`src/sv/qtm_pkg.sv`:
```
// Package with the word types, widths and constants of the transform-to-matrix block.
`default_nettype none

package qtm_pkg;

    // Widths of the fixed-point formats used along the datapath.
    localparam int QUAT_W  = 16;   // Q1.15 quaternion component
    localparam int SCL_W   = 16;   // Q8.8 scale
    localparam int PROD_W  = 2 * QUAT_W;        // Q2.30 raw product
    localparam int ENT_W   = PROD_W + 2;        // doubled, summed Q2.30 entry
    localparam int MUL_W   = ENT_W + SCL_W;     // Q.38 scaled entry
    localparam int DROP_W  = 22;                // fraction bits dropped to reach Q16.16
    localparam int SHR_W   = MUL_W - DROP_W;    // width left after the drop
    localparam int OUT_W   = 32;                // Q16.16 result
    localparam int LATENCY = 4;                 // register stages from start to strobe
    localparam int N_ENT   = 9;                 // rotation entries in the 3x3 block
    localparam int N_AXIS  = 3;

    // 1.0 in Q2.30, at entry width.
    localparam logic signed [ENT_W-1:0] ONE_Q30 = ENT_W'(64'd1 << 30);
    // Half of the last kept bit, for round half toward plus infinity.
    localparam logic signed [MUL_W-1:0] RND_HALF = MUL_W'(64'd1 << (DROP_W - 1));

    // Input word: one transform.
    typedef struct packed {
        logic signed [QUAT_W-1:0] quat_x;
        logic signed [QUAT_W-1:0] quat_y;
        logic signed [QUAT_W-1:0] quat_z;
        logic signed [QUAT_W-1:0] quat_w;
        logic signed [SCL_W-1:0]  scale_x;
        logic signed [SCL_W-1:0]  scale_y;
        logic signed [SCL_W-1:0]  scale_z;
        logic signed [OUT_W-1:0]  move_x;
        logic signed [OUT_W-1:0]  move_y;
        logic signed [OUT_W-1:0]  move_z;
    } t_in;

    // Result word: the 3x4 affine part of the matrix.
    typedef struct packed {
        logic signed [OUT_W-1:0] m_xx;
        logic signed [OUT_W-1:0] m_xy;
        logic signed [OUT_W-1:0] m_xz;
        logic signed [OUT_W-1:0] m_yx;
        logic signed [OUT_W-1:0] m_yy;
        logic signed [OUT_W-1:0] m_yz;
        logic signed [OUT_W-1:0] m_zx;
        logic signed [OUT_W-1:0] m_zy;
        logic signed [OUT_W-1:0] m_zz;
        logic signed [OUT_W-1:0] m_wx;
        logic signed [OUT_W-1:0] m_wy;
        logic signed [OUT_W-1:0] m_wz;
    } t_out;

    // Translation carried alongside the arithmetic.
    typedef struct packed {
        logic signed [OUT_W-1:0] move_x;
        logic signed [OUT_W-1:0] move_y;
        logic signed [OUT_W-1:0] move_z;
    } t_move;

    // Twice a Q2.30 product, sign-extended to entry width.
    function automatic logic signed [ENT_W-1:0] dbl(input logic signed [PROD_W-1:0] p);
        dbl = {p[PROD_W-1], p, 1'b0};
    endfunction

endpackage

`default_nettype wire

```
`src/sv/qtm_scale_round.sv`:
```
// Two-stage scale multiply and rounding of one rotation entry to Q16.16.
`default_nettype none

module qtm_scale_round
    import qtm_pkg::*;
(
    input  wire logic                    i_clk,
    input  wire logic signed [ENT_W-1:0] i_entry,
    input  wire logic signed [SCL_W-1:0] i_scale,
    output logic signed [OUT_W-1:0]      o_word
);

    logic signed [MUL_W-1:0] r_prod;
    logic signed [MUL_W-1:0] n_prod;
    logic signed [MUL_W-1:0] w_sum;
    logic signed [SHR_W-1:0] w_shr;
    logic signed [OUT_W-1:0] r_word;
    logic signed [OUT_W-1:0] n_word;

    // Exact product of the Q2.30 entry and the Q8.8 scale.
    assign n_prod = MUL_W'(i_entry) * MUL_W'(i_scale);

    // Add half, then floor by an arithmetic shift. The product is at most 2^47
    // in magnitude, so the shifted value always fits the output and cannot saturate.
    assign w_sum  = r_prod + RND_HALF;
    assign w_shr  = w_sum[MUL_W-1:DROP_W];
    assign n_word = OUT_W'(w_shr);

    // Payload registers: no reset needed.
    always_ff @(posedge i_clk) begin
        r_prod <= n_prod;
        r_word <= n_word;
    end

    assign o_word = r_word;

endmodule

`default_nettype wire

```
`config.mk`:
```
export PLATFORM = sky130hd
export DESIGN_NAME = qtm_scale_round
export DESIGN_NICKNAME = d
export VERILOG_FILES = /design/src/sv/qtm_pkg.sv /design/src/sv/qtm_scale_round.sv
export SDC_FILE = /design/constraint.sdc
export NUM_CORES = 1
export LEC_CHECK = 0
export BUFFER_PORTS_ARGS = -buffer_cell sky130_fd_sc_hd__buf_2
export CORE_UTILIZATION = 38
export DETAILED_ROUTE_END_ITERATION = 16
export PLACE_DENSITY = 0.6
export SETUP_SLACK_MARGIN = 0.5
export SYNTH_ARGS = -nofsm -noshare
export SYNTH_HDL_FRONTEND = slang
export SYNTH_SLANG_ARGS = --single-unit
```
`constraint.sdc`:
```
create_clock -name i_clk -period 7.85 [get_ports i_clk]
set_input_delay 0.785 -clock i_clk [delete_from_list [all_inputs] [get_ports i_clk]]
set_output_delay 0.785 -clock i_clk [all_outputs]
set_load 0.005 [all_outputs]
```
# ---- Word level (Yosys, flattened, before mapping)
# Cells that the tools add are included.
dict set report classes {
  shifts 0
  div 0
  muxes 0
  n_mul 1
  order_cmp 0
  reduce_logical 0
  eq_ne 0
  add_sub_neg 1
  bitwise 0
}
# operator count
set ops {}
lappend ops {{$add A50 B23 Y50 const B} 1}
lappend ops {{$mul A34 B16 Y50} 1}
dict set report totals {
  memories 0
  out_inout_bits 32
  rom_bits 0
  latchBits 0
  ff_bits 78
  ram_bits 0
}

# ---- Logic depth before layout (Yosys ltp)
dict set report depth {
  depth_word 1
  ltp_mapped 25
}

# ---- Worst setup path after synthesis
# Ideal clock, no wire load.
dict set report synth_path {
  path_kind {input port to flip-flop}
  startpoint {input port i_scale[7]}
  endpoint {register r_prod[45]}
  setup_slack_ns 1.373
  setup_ns 0.126
  stages 22
  arrival_ns 6.351
  path_cell_list {clkbuf_1 > clkbuf_1 > nand2_1 > fa_1 > inv_1 > fa_1 > fa_1 > fa_1 > fa_1 > inv_1 > fa_1 > inv_1 > ha_1 > a21oi_2 > nand2_1 > a221o_1 > a21oi_2 > a31oi_4 > a41o_4 > o31ai_4 > o21bai_1 > xor2_1}
}
dict set report synth_via {
  elab_chain_len 1
}
# item line
set synth_lines {}
lappend synth_lines {{from (decl)} qtm_scale_round.sv:9} ;# input wire logic signed [SCL_W-1:0] i_scale,
lappend synth_lines {{$mul A34 B16 Y50} qtm_scale_round.sv:21} ;# assign n_prod = MUL_W'(i_entry) * MUL_W'(i_scale);
lappend synth_lines {{net n_prod[45]} qtm_scale_round.sv:14} ;# logic signed [MUL_W-1:0] n_prod;
lappend synth_lines {{to (signal assigned)} qtm_scale_round.sv:31} ;# r_prod <= n_prod;
lappend synth_lines {{to (decl)} qtm_scale_round.sv:13} ;# logic signed [MUL_W-1:0] r_prod;
# The timed path passes the listed nets, and every way through them passes these cells.

# ---- Final worst setup path
dict set report layout_path {
  startpoint {input port i_scale[10]}
  endpoint {register r_prod[43]}
}
# Same word-level chain as after synthesis.

==> results.cfg <==
[grt]
grt_pass1_vias = 16419
grt_pass1_wl_um = 85900
grt_max_degree = 35
antenna_found_initial = 0
gr-total-overflow = 0
grt.busiest_layer = met2
grtUsageMet3 = 0.0282
use_met2 = 0.359
grtUsageMet1 = 0.263
grt_usage = 0.205

[logic_synthesis]
muxShareOfSynthArea = 0.000495
synthArstFlopShare = 0
synthAdderAreaFrac = 0.580
syn_inst = 2232
ys_ff_latch = 57
synth_area_leaders = fa_1, inv_1, ha_1
yosysTopAreaCell = fa_1
syn_area_mm2 = 0.0202
syn_avg_cell_area_um2 = 9.05
synth_xor_area_frac = 0.0277
synth_top_area_frac = 0.508
synth-simple-area-share = 0.160
synth_ff_type = dfxtp_1
synth_compound_area_frac = 0.0461
yosysSeqAreaShare = 0.0565
yosysWarningCount = 0
synth_top_family_by_area = adder cells
synth_edf_count = 0
synth_cell_type_count = 61
synth_nets = 2912

[clocking]
cts.htree.levels = 3
cts_sinks = 57
cts-buffers-inserted = 9
ctsHoldBuffers = 0
tritoncts = built
cts-resized-gates = 0
cts_root_buf = clkbuf_16
cts_setup_buffers = 0
clk_path_buf_depth = 2
clock_latency_ns = 0.33
path_clk_slew_ns = 0.06

[timing]
fin_crit_sh = 0.891
worst_pin_slew_ns = 0.855
maxSlewHeadroom = 0.430
rsz0062_at_grt = no
hold-worst-slack_ns = 0.451
max_freq_mhz = 143
drv_slew = 0
period_needed_ns = 6.99
finalClockSkew_ns = 0.00712
tns_ns = 0
setup_viol = 0
hold_viol = 0

[finish]
drive_gt1_frac = 0.0611
diodes = 0
multi_input_area_mm2 = 0.0165
nets = 2918
regArea_mm2 = 0.00114
layout_commonest_cell = inv_1
areaGrowthSynthToFinish_pct = 6.24
final_cell_mix = inv_1, fa_1, nand2_1, and2_1, ha_1
stdcell_area_mm2 = 0.0215
fillCellCount = 5266

[critical_path]
cp_max_fo = 34
cp_cell_sequence = buf_2 > nand2_1 > fa_1 > inv_1 > fa_1 > fa_1 > fa_1 > fa_1 > inv_1 > fa_1 > inv_1 > ha_1 > a21oi_2 > nand2_1 > a221o_1 > a21oi_2 > a31oi_4 > a31oi_2 > o22a_1 > nand3_1 > xor2_1
endpoint_kind = flop
cp-start-kind = input port
arrival_ns = 7.20
critPathKind = in2reg
worst_path_max_delay_cell = buf_2
crit_required_ns = 8.06
crit_path_max_incr_delay_ns = 0.62
cpMostUsedCell = fa_1

[drt]
antenna_left = 0
drc = 0
drt_iter0_markers = 696
vias_per_cell = 4.93
drt-pass1-iter-count = 5
totalWireLength_um = 50900
routedWlPerCell_um = 17.4
num_vias = 14463

[floorplanning]
floorplan.die.width_um = 233
die_h_um = 233
rows = 84
ios = 83
die_area_mm2 = 0.0541
core_area_mm2 = 0.0526
initial_core_util = 0.384

[run_status]
status = finished, final reports clean

[placement]
dpl_cell_area_mm2 = 0.0212
portBuffers = 82
dp_hpwl_um = 41600
gp_congestion = 0.871

[job]
maxCapViolCount = 0

[worst_hold_path]
hold_class = reg2reg
==> cells by family (layout without fill, tap and decap cells) <==
| family | count (synthesis) | count (layout) |
|---|---|---|
| xor gates and xnor gates | 64 | 64 |
| adders and majority gates | 629 | 629 |
| DFF | 57 | 57 |
| AOI/OAI and AO/OA | 120 | 120 |
| and+or+nand+nor | 672 | 672 |
| buffers and inverters | 689 | 700 |
| muxes | 1 | 1 |
==> final timing paths <==
kind                                            to          startpoint  cells past startpoint  slack, ns
worst max register to register  o_word[26]$_DFF_P_  r_prod[23]$_DFF_P_                      9       5.47
worst max-delay path            r_prod[43]$_DFF_P_         i_scale[10]                     21       0.86
worst min register to register  o_word[11]$_DFF_P_  r_prod[33]$_DFF_P_                      1       0.45
worst min-delay path            o_word[11]$_DFF_P_  r_prod[33]$_DFF_P_                      1       0.45
==> worst max-delay path, delay by kind of cell <==
kind	cells	cell delay, ns
fa+ha+maj	7	3.33
compound gates	6	1.72
buf+inv	4	0.77
simple gates	3	0.39
xor+xnor	1	0.16
==> cell type report <==
cell class / instances / share of cell area
inverters: 588 / 0.103
multi-input cells: 1486 / 0.767
clock inverters: 7 / 0.00251
clock buffers: 9 / 0.0105
well taps: 688 / 0.0401
repair buffers: 96 / 0.0240
flip-flops and latches: 57 / 0.0532
==> cells in the mapped netlist (2+ instances only) <==
cell type and number:
nor2_1 45, a21oi_2 5, nor3_1 3, nand3_1 17, o311a_1 2, a211oi_1 3
o211a_1 2, and2_1 207, and2_2 2, and3_1 12, o21bai_1 4, nand2_1 342
clkbuf_1 96, xor2_1 25, a2111oi_0 2, dfxtp_1 57, a21oi_1 30, buf_4 4
fa_1 513, or3_1 3, o21a_1 5, xnor2_1 39, ha_1 116, o21ai_2 2
o21ai_0 17, and4_1 2, nand2b_1 11, nor2b_1 5, a31oi_4 2, o31ai_4 2
inv_1 588, a21o_1 25, nand4_1 16
==> metal layers <==
metal  routed length, um  vias up
met5                   0        -
met4                1480        0
met3                3080       81
met2               25200      471
met1               21100     7513
li1                    -     6398
==> sequential cells by signal, summed over array words and instances (netlist names) <==
register,count
r_prod,29
o_word,28
==> through the flow <==
stage	setup WS, ns	std cells	util
finish	0.857	2931	0.408
detailed placement	0.544	2915	0.403
global placement	0.651	2915	0.403
floorplan	1.37	2232	-
global route	0.526	2931	0.408
CTS	0.864	2931	0.408
Power is left out: the tool's default activity adds up to more than one toggle a clock period on the data nets, which glitch-free logic cannot reach.
